**src/pcpt_pkg.sv**
```systemverilog
// Shared constants, types and functions of the preamble correlator.
package pcpt_pkg;

  localparam int unsigned PreambleLenDef = 32;
  localparam int unsigned SampleW = 16;
  localparam int unsigned CoefW = 11;
  localparam int unsigned CoefIdxW = 5;
  localparam int unsigned EnergyW = 18;
  localparam int unsigned MetricW = 17;
  localparam int unsigned AngleW = 16;
  localparam int unsigned CountW = 8;
  localparam int unsigned ProdShift = 16;
  localparam int unsigned EnergyShift = 14;
  localparam int unsigned CordicIters = 14;
  localparam int unsigned CordicW = 40;
  localparam int unsigned ZW = 18;
  localparam logic [CountW-1:0] CountStart = 8'd2;
  localparam logic [EnergyW-1:0] EnergyMax = 18'h3FFFF;
  localparam logic signed [ZW-1:0] PiQ13 = 18'sd25736;

  localparam logic [1:0] OpSearch = 2'd0;
  localparam logic [1:0] OpTiming = 2'd1;
  localparam logic [1:0] OpLoad = 2'd2;

  // Arctangent step table, Q3.13 radians.
  function automatic logic signed [ZW-1:0] atan_step(input logic [3:0] i);
    logic signed [ZW-1:0] r;
    case (i)
      4'd0: r = 18'sd6434;
      4'd1: r = 18'sd3798;
      4'd2: r = 18'sd2007;
      4'd3: r = 18'sd1019;
      4'd4: r = 18'sd511;
      4'd5: r = 18'sd256;
      4'd6: r = 18'sd128;
      4'd7: r = 18'sd64;
      4'd8: r = 18'sd32;
      4'd9: r = 18'sd16;
      4'd10: r = 18'sd8;
      4'd11: r = 18'sd4;
      4'd12: r = 18'sd2;
      4'd13: r = 18'sd1;
      default: r = '0;
    endcase
    return r;
  endfunction

  // Sample handed along the cell row.
  typedef struct packed {
    logic signed [SampleW-1:0] re;
    logic signed [SampleW-1:0] im;
  } cplx_t;

endpackage

```
**src/pcpt_cell.sv**
```systemverilog
// One delay-line cell: holds two samples and shifts to its neighbor.
module pcpt_cell import pcpt_pkg::*; (
  input  logic  clk_i,
  input  logic  rst_ni,
  input  logic  shift_i,
  input  cplx_t data_i,
  output cplx_t tap_o,
  output cplx_t data_o
);

  cplx_t even_q, odd_q;

  // Two line positions per cell; the older one is the correlation tap.
  always_ff @(posedge clk_i or negedge rst_ni) begin
    if (!rst_ni) begin
      even_q <= '0;
      odd_q <= '0;
    end else if (shift_i) begin
      even_q <= data_i;
      odd_q <= even_q;
    end
  end

  assign tap_o = odd_q;
  assign data_o = odd_q;

endmodule

```
**config.mk**
```make
export PLATFORM = sky130hd
export DESIGN_NAME = pcpt_cell
export DESIGN_NICKNAME = d
export VERILOG_FILES = /design/src/pcpt_pkg.sv /design/src/pcpt_cell.sv
export SDC_FILE = /design/constraint.sdc
export NUM_CORES = 1
export LEC_CHECK = 0
export BUFFER_PORTS_ARGS = -buffer_cell sky130_fd_sc_hd__buf_4
export CAP_MARGIN = 20
export CORE_UTILIZATION = 40
export DETAILED_ROUTE_END_ITERATION = 8
export HOLD_SLACK_MARGIN = 0.06
export PLACE_DENSITY_LB_ADDON = 0.1
export SYNTH_ARGS = -nofsm -noshare
export SYNTH_HDL_FRONTEND = slang
export SYNTH_SLANG_ARGS = --single-unit
```
**constraint.sdc**
```tcl
create_clock -name clk_i -period 1.4 [get_ports clk_i]
set_clock_uncertainty 0.2 [all_clocks]
set_input_delay 0.28 -clock clk_i [delete_from_list [all_inputs] [get_ports clk_i]]
set_output_delay 0.28 -clock clk_i [all_outputs]
set_load 0.1 [all_outputs]
```
==> reports/results.ini <==
[worst_setup_path]
cpMaxStageDelayCell = dfrtp_4
end_kind = output pin
path_cells = buf_8
critPathLaunchType = register
worst-path-max-fanout = 3
critPathRequiredTime_ns = 0.92
critPathMaxStageDelay_ns = 0.51
rr_startpoint = data_o[7]$_DFFE_PN0P_
cp_top_family = flip-flops
path_buf_inv = 1
criticalPathCategory = reg -> out
crit_arrival_ns = 1.03
rr_endpoint = data_o[7]$_DFFE_PN0P_
rrSetupSlack_ns = 0.29
reg2reg_depth = 1

[sta]
rsz0062_at_grt = true
slew_violations = 0
fin_ws_ns = -0.112
worst_pin_slew_ns = 0.335
min_period_over_period_pct = 108
fmax_mhz = 661
min_period_ns = 1.51
setup_viol = 64
fin_tns_setup_ns = -6.41
final_hold_viol_count = 0
relSlewSlack_pct = 77.6

[synthesis]
ys_warn_count = 0
ys.flop_type = dfrtp_1
mappedNetlistArea_mm2 = 0.00292
synth_top_family_by_area = multiplexers
synthMostInstantiatedCell = dfrtp_1
synth-simple-area-share_pct = 0
synth_area_leader_cell = dfrtp_1
synth_cell_types = 6
synth_top_area_share_pct = 54.9
synth-compound-area-share_pct = 0
yosysSeqAreaShare_pct = 54.9
synth-adder-area-share_pct = 0
syn_inst = 167
synthesis.nets = 202
synth_edf_count = 0
synthXorXnorAreaFrac_pct = 0
synthArstFlopShare_pct = 100
ys_top_cells_by_area = dfrtp_1 55%, mux2_4 31%, buf_4 8.2%
synthTopCellsByCount = 64 x dfrtp_1, 60 x mux2_4, 32 x buf_4
synth_mux_area_share_pct = 32.4
yosys_register_bits = 64
avgSynthCellArea_um2 = 17.5

[grt]
gr-total-overflow = 0
grt_max_degree = 65
grt_use_total_pct = 15.5
grt_pass1_wl_mm = 8.77
antenna_found_initial = 0
grt_pass1_vias = 1730

[drt]
post-route-drc-count = 0
vias = 1624
firstDrtPassIters = 4
drt_iter0_markers = 49
avgViaCountPerCell = 4.32
wl_mm = 5.61
detail-route-antenna-nets = 0
post_drt_wl_per_cell_um = 14.9

[clock_tree]
clock_path_buffers = 2
htreeDepth = 3
cts_sinks = 64
clkLatencyLatePin_ns = 0.33
clkSlewWorstSetupHoldPaths_ns = 0.07
cts_tree = yes
cts_root_buf = clkbuf_8
cts_buffers = 9

[place]
dp_hpwl_mm = 3.10
gp_congestion = 0.629
port_buffers = 98

[finish]
antenna_cells = 0
num-nets-final = 310
area_growth_pct = 66.4
final_layout_size_suffix_gt1_share_pct = 75.7

[job]
drv_cap = 0

[floorplanning]
fp.dieW_um = 87.4
die_y_um = 87.4
io_pins = 99
core_mm2 = 0.00691
die_area_mm2 = 0.00764
initial_core_util_pct = 42.3
rows = 30

[hold_path]
hold_path_class = in -> reg
holdPathStages = 3
hold_end = data_o[16]$_DFFE_PN0P_
worstHoldStart = shift_i

[power_and_ir_drop]
total_power_w = 0.00801
peakVddDrop_mv = 0.948
p_leak_nw = 2.24
power_density_mw_per_mm2 = 1650

[status]
violations = setup timing
outcome = finished, violations left

repair_timing:
item,CTS,global route
setup buffers,0,0
gates resized for setup,147,23
hold buffers,33,0
endpoints found under the hold margin,96,0
setup endpoints to repair,64,64
where the power goes:
part | leakage [nW] | internal, W | switching [W]
combinational | 1.41 | 0.00143 | 0.00238
clock | 0.108 | 0.00105 | 0.000653
sequential | 0.720 | 0.00218 | 0.000317
placed cells by master (no fill, tap or decap):
cell           synthesis  final
clkinv_2               0      1
clkbuf_1               0      3
buf_4                 32     35
bufinv_16              0      2
buf_12                 6     56
mux2_2                 4      4
dlygate4sd3_1          0     33
buf_8                  0      2
clkbuf_8               0     10
mux2_4                60     60
dfrtp_1               64     32
dfrtp_4                0     32
buf_6                  1     10
area by class of cell:
cell class              instances  area, µm²
fillers                       456       2050
repair buffers                136       1860
multi-input cells              64        946
flip-flops and latches         64       1720
clock inverters                 3       65.1
clock buffers                  13        149
well taps                      96        120
worst max path at each step:
stage / startpoint / to / slack (ns) / cells past startpoint
finish: data_o[17]$_DFFE_PN0P_ / tap_o[17] / -0.11 / 1
global route: data_o[0]$_DFFE_PN0P_ / data_o[0] / -0.14 / 1
CTS: data_o[20]$_DFFE_PN0P_ / data_o[20] / -0.13 / 1
detailed placement: shift_i / even_q[4]$_DFFE_PN0P_ / 0.09 / 3
global placement: shift_i / data_o[4]$_DFFE_PN0P_ / 0.09 / 3
floorplan: data_o[0]$_DFFE_PN0P_ / tap_o[0] / 0.04 / 1
sequential cells by signal (all words and copies together) (netlist names):
signal and count:
data_o 32, even_q 32
cells by family (layout without fill, tap and decap cells):
family | Yosys count | count (layout)
DFF | 64 | 64
muxes | 64 | 64
buffers and inverters | 39 | 152
through the flow:
step           setup WS, ns  hold WS [ns]  cell area, µm²  cells  utilization (%)
6_report             -0.112         0.250            4860    376             70.3
5_1_grt              -0.139         0.266            4860    376             70.3
4_1_cts              -0.129         0.228            4750    376             68.8
3_5_place_dp         0.0862         0.107            3610    327             52.3
3_3_place_gp         0.0914         0.111            3610    327             52.3
2_1_floorplan        0.0449        -0.216            3160    167                -
layer usage:
layer	global-route usage, %	vias up	wire length [µm]
li1	-	748	-
met5	0	-	0
met2	23.3	65	2680
met1	21.5	799	2580
met4	7.75	0	103
met3	2.94	12	247
Power figures use the tool's default switching activity.
