File: src/pcpt_pkg.sv
// Shared constants, types and functions of the preamble correlator.
package pcpt_pkg;

  localparam int unsigned PreambleLenDef = 32;
  localparam int unsigned SampleW = 16;
  localparam int unsigned CoefW = 11;
  localparam int unsigned CoefIdxW = 5;
  localparam int unsigned EnergyW = 18;
  localparam int unsigned MetricW = 17;
  localparam int unsigned AngleW = 16;
  localparam int unsigned CountW = 8;
  localparam int unsigned ProdShift = 16;
  localparam int unsigned EnergyShift = 14;
  localparam int unsigned CordicIters = 14;
  localparam int unsigned CordicW = 40;
  localparam int unsigned ZW = 18;
  localparam logic [CountW-1:0] CountStart = 8'd2;
  localparam logic [EnergyW-1:0] EnergyMax = 18'h3FFFF;
  localparam logic signed [ZW-1:0] PiQ13 = 18'sd25736;

  localparam logic [1:0] OpSearch = 2'd0;
  localparam logic [1:0] OpTiming = 2'd1;
  localparam logic [1:0] OpLoad = 2'd2;

  // Arctangent step table, Q3.13 radians.
  function automatic logic signed [ZW-1:0] atan_step(input logic [3:0] i);
    logic signed [ZW-1:0] r;
    case (i)
      4'd0: r = 18'sd6434;
      4'd1: r = 18'sd3798;
      4'd2: r = 18'sd2007;
      4'd3: r = 18'sd1019;
      4'd4: r = 18'sd511;
      4'd5: r = 18'sd256;
      4'd6: r = 18'sd128;
      4'd7: r = 18'sd64;
      4'd8: r = 18'sd32;
      4'd9: r = 18'sd16;
      4'd10: r = 18'sd8;
      4'd11: r = 18'sd4;
      4'd12: r = 18'sd2;
      4'd13: r = 18'sd1;
      default: r = '0;
    endcase
    return r;
  endfunction

  // Sample handed along the cell row.
  typedef struct packed {
    logic signed [SampleW-1:0] re;
    logic signed [SampleW-1:0] im;
  } cplx_t;

endpackage

File: src/pcpt_cordic.sv
// Iterative vectoring CORDIC for atan2, one micro-rotation per cycle.
module pcpt_cordic import pcpt_pkg::*; (
  input  logic                     clk_i,
  input  logic                     rst_ni,
  input  logic                     start_i,
  input  logic signed [MetricW+1:0] y_i,
  input  logic signed [MetricW+1:0] x_i,
  output logic                     done_o,
  output logic signed [AngleW-1:0] angle_o
);

  logic signed [CordicW-1:0] x_q, x_d, y_q, y_d;
  logic signed [ZW-1:0] z_q, z_d;
  logic [3:0] it_q, it_d;
  logic busy_q, busy_d, done_q, done_d;
  logic signed [CordicW-1:0] xs, ys;
  logic zero_in;

  assign zero_in = (x_i == '0) && (y_i == '0);

  always_comb begin
    x_d = x_q; y_d = y_q; z_d = z_q; it_d = it_q;
    busy_d = busy_q; done_d = 1'b0;
    xs = x_q >>> it_q;
    ys = y_q >>> it_q;
    if (start_i) begin
      // pre-rotate into the right half plane
      x_d = CordicW'(x_i) <<< ProdShift;
      y_d = CordicW'(y_i) <<< ProdShift;
      z_d = '0;
      if (x_i < 0) begin
        x_d = -(CordicW'(x_i) <<< ProdShift);
        y_d = -(CordicW'(y_i) <<< ProdShift);
        z_d = (y_i >= 0) ? PiQ13 : -PiQ13;
      end
      it_d = '0;
      if (zero_in) begin
        z_d = '0;
        done_d = 1'b1;
      end else begin
        busy_d = 1'b1;
      end
    end else if (busy_q) begin
      if (y_q >= 0) begin
        x_d = x_q + ys; y_d = y_q - xs; z_d = z_q + atan_step(it_q);
      end else begin
        x_d = x_q - ys; y_d = y_q + xs; z_d = z_q - atan_step(it_q);
      end
      it_d = it_q + 4'd1;
      if (it_q == 4'(CordicIters - 1)) begin
        busy_d = 1'b0;
        done_d = 1'b1;
      end
    end
  end

  always_ff @(posedge clk_i or negedge rst_ni) begin
    if (!rst_ni) begin
      busy_q <= 1'b0;
      done_q <= 1'b0;
      it_q <= '0;
    end else begin
      busy_q <= busy_d;
      done_q <= done_d;
      it_q <= it_d;
    end
  end

  always_ff @(posedge clk_i) begin
    x_q <= x_d;
    y_q <= y_d;
    z_q <= z_d;
  end

  assign done_o = done_q;
  assign angle_o = z_q[AngleW-1:0];

endmodule

File: config.mk
export PLATFORM = sky130hd
export DESIGN_NAME = pcpt_cordic
export DESIGN_NICKNAME = d
export VERILOG_FILES = /design/src/pcpt_pkg.sv /design/src/pcpt_cordic.sv
export SDC_FILE = /design/constraint.sdc
export NUM_CORES = 1
export LEC_CHECK = 0
export BUFFER_PORTS_ARGS = -buffer_cell sky130_fd_sc_hd__buf_2
export CORE_UTILIZATION = 50
export CTS_CLUSTER_DIAMETER = 40
export DETAILED_ROUTE_END_ITERATION = 8
export PLACE_DENSITY = 0.63
export SLEW_MARGIN = 5
export SYNTH_ARGS = -nofsm -noshare
export SYNTH_HDL_FRONTEND = slang
export SYNTH_SLANG_ARGS = --single-unit
File: constraint.sdc
create_clock -name clk_i -period 6.45 [get_ports clk_i]
set_input_delay 0 -clock clk_i [delete_from_list [all_inputs] [get_ports clk_i]]
set_output_delay 0 -clock clk_i [all_outputs]
set_load 0.01 [all_outputs]
==> run summary <==
Register area share after synthesis - 19.19%
Total Wirelength - 46.72 mm
Number of DRC markers in iteration 0 - 1348
Slowest CP cell - mux4_2
Clock buffer count from CTS - 9
Final design utilization - 54.74%
Ys async rst share - 5.882%
Synthesized cell area - 15800 sq um
TritonCTS clock tree - built
Synth top area cells - edfxtp_1 18%, mux4_2 9.8%, ha_1 8.6%, xnor2_1 6.9%, nand2_1 5.5%
Final count of negative-setup-slack endpoints - 0
Root Buffer - clkbuf_16
CP endpoint kind - flip-flop
Core ar. - 30830 sq um
Worst Skew - 21.27 ps
Measured slew at the worst slew-check pin - 1036 ps
Die X - 179.8 microns
Fmax achieved - 162.7 MHz
Cell Chain, Critical Path - buf_4, mux4_2, mux2_2, a21o_1, inv_1, ha_1, inv_1, or3_1, or3b_1, nor2_1, a21oi_1, xor2_1, ha_2, o21ai_0, a21oi_1, a211oi_1, or4_1, or3_1, o21a_1, o31ai_2, a31oi_1, xnor2_1, o21ai_1
Die Y - 179.8 microns
Nets - 2027
Synth Register Bits - 102
Total number of yosys warnings - 0
Leading area contributor after synthesis - edfxtp_1
Synth Area per Inst - 8.438 sq um
Synth-to-layout area growth - 6.793%
Distinct cell type count after synthesis - 90
Pin count of the biggest net entering global routing - 71
Final setup TNS - 0 ps
GP Congestion - 0.9663
Port Buf Inserts - 57
Die ar. - 32320 sq um
Tmin final - 6148 ps
Syn Nets - 2025
Max H-tree Level - 3
Initial antenna violation count - 0
Max_slew headroom - 30.48%
Main synth FF type - edfxtp_1
Vias in the first global route - 13680
Max Cap Viol - 0
# IOs - 58
Crit path buf inv count - 3
Critical path class - reg -> reg
CP max stage delay - 530 ps
Vias per inst - 6.436
Worst Path Arrival - 6250 ps
Detailed Routing Iterations Pass 1 - 8
Clock Path Buffers - 2
Vias - 14650
Tot GR Track Use - 28.51%
Top-area cell type share of the netlist area - 18.24%
Num rows - 64
Share of layout cells above drive strength 1 - 13.88%
Routed Antenna Nets - 0
Dpl hpwl - 35.49 mm
Fin. Hold Viols - 0
WL/cell - 20.53 microns
Post-route clock period utilization - 95.31%
# diodes - 0
Pre-CTS WS - 214.6 ps
Hold Crit Class - in -> reg
Crit start category - flip-flop
First-pass GRT wire length - 74.09 mm
Starting Density - 51.26%
CP top delay family - simple AND/OR/NAND/NOR gates
Clk Latency, worst-skew pair - 380 ps
Outcome - complete, no violations
RSZ-0062 raised after global routing - false
Mapped Cells - 1873
Max-slew violations - 0
CTS Sinks - 102
Worst-path fanout max - 7
CP Data Required Time - 6560 ps
Worst-path clk slew - 90 ps
Setup WS post-layout - 302.4 ps
GRT overflow - 0
DRC violations left - 0
Post-synth EDFFs - 96
## synthesized netlist by cell type, types with 29 or more instances
cell type  number
o21ai_0       153
mux2i_1        49
nor2_1        132
o31ai_1        29
xor2_1         68
clkbuf_1       65
nand3_1        43
ha_1          108
edfxtp_1       96
nand2_1       231
a21oi_1       134
mux4_2         69
inv_1          48
a21o_1         44
mux2_2         37
xnor2_1       125
## cell usage in the layout (no fill, tap or decap), drive strengths merged, types with 14 or more instances in the layout
master and n:
nand2 232, o21ai 158, a21oi 134, nor2 133
xnor2 125, ha 108, edfxtp 96, buf 91
mux4 78, xor2 68, inv 51, mux2i 49
a21o 44, nand3 43, mux2 37, o31ai 30
nand2b 27, nor3 26, a211oi 25, a31oi 24
o21a 22, nor2b 17, and3 17, nand4 16
or3 15, o21bai 14, or2 14
## through the flow
step                cells  area (sq um)  hold slack, ps
global route         2276         16880           41.28
finish               2276         16880           25.45
floorplan            1873         15800          -295.6
detailed placement   2249         16380          -142.6
global placement     2249         16380          -143.0
CTS                  2270         16760           16.25
## sequential cells by signal, summed over array words and instances, names as in the netlist
register and count:
busy_q 1, x_q 40, done_o 1, z_q 16, it_q 4, y_q 40
## layer usage
layer	track usage, %	part of all wire (%)
met5	0	0
met4	9.655	2.9
met3	3.586	5.9
met2	47.39	47
met1	38.21	44
## worst register-to-register path, cell delays in order (launching register included)
cell	delay, ps
dfrtp_4	500
buf_4	150
mux4_2	530
mux2_2	310
a21o_1	220
inv_1	90
ha_1	170
inv_1	40
or3_1	430
or3b_1	430
nor2_1	160
a21oi_1	90
xor2_1	210
ha_2	400
o21ai_0	110
a21oi_1	150
a211oi_1	90
or4_1	440
or3_1	380
o21a_1	240
o31ai_2	330
a31oi_1	140
xnor2_1	170
o21ai_1	70
## cell families (layout without fill, tap and decap cells)
| kind of cell | Yosys count | count (layout) | share of synthesized area, % |
|---|---|---|---|
| buffers and inverters | 157 | 164 | 4.133 |
| AND/OR/NAND/NOR | 608 | 608 | 18.50 |
| adder cells (fa/ha/maj) | 111 | 111 | 8.930 |
| XOR/XNOR | 193 | 193 | 10.70 |
| AO/OA/AOI/OAI | 538 | 538 | 21.48 |
| multiplexers | 164 | 164 | 17.07 |
| flip-flops | 102 | 102 | 19.19 |
## layout make-up
type                    instances  area, sq um
clock buffers                  11        242.7
inverters                      51        191.4
repair buffers                 97        661.9
clock inverters                 5        81.33
well taps                     396        495.5
fillers                      2902        13950
multi-input cells            1614        12160
flip-flops and latches        102         3045
## final timing paths
kind / start / end / slack, ps / cells past startpoint
setup / recovery: it_q[1] / y_q[39] / 300 / 23
hold / removal: y_i[18] / busy_q / 30 / 3
setup reg to reg: it_q[1] / y_q[39] / 300 / 23
hold reg to reg: busy_q / it_q[2] / 680 / 1
max in group asynchronous: rst_ni / it_q[1] / 5430 / 3
min in group asynchronous: rst_ni / it_q[0] / 660 / 3
## what timing repair did
action                                  CTS  global route
hold endpoints to repair                  9             0
setup buffers                             0             5
endpoints found under the setup margin    0            11
hold buffers                              5             0
gates resized for setup                   0            15
Power is left out: the tool's default activity adds up to more than one toggle a clock period on the data nets, which glitch-free logic cannot reach.
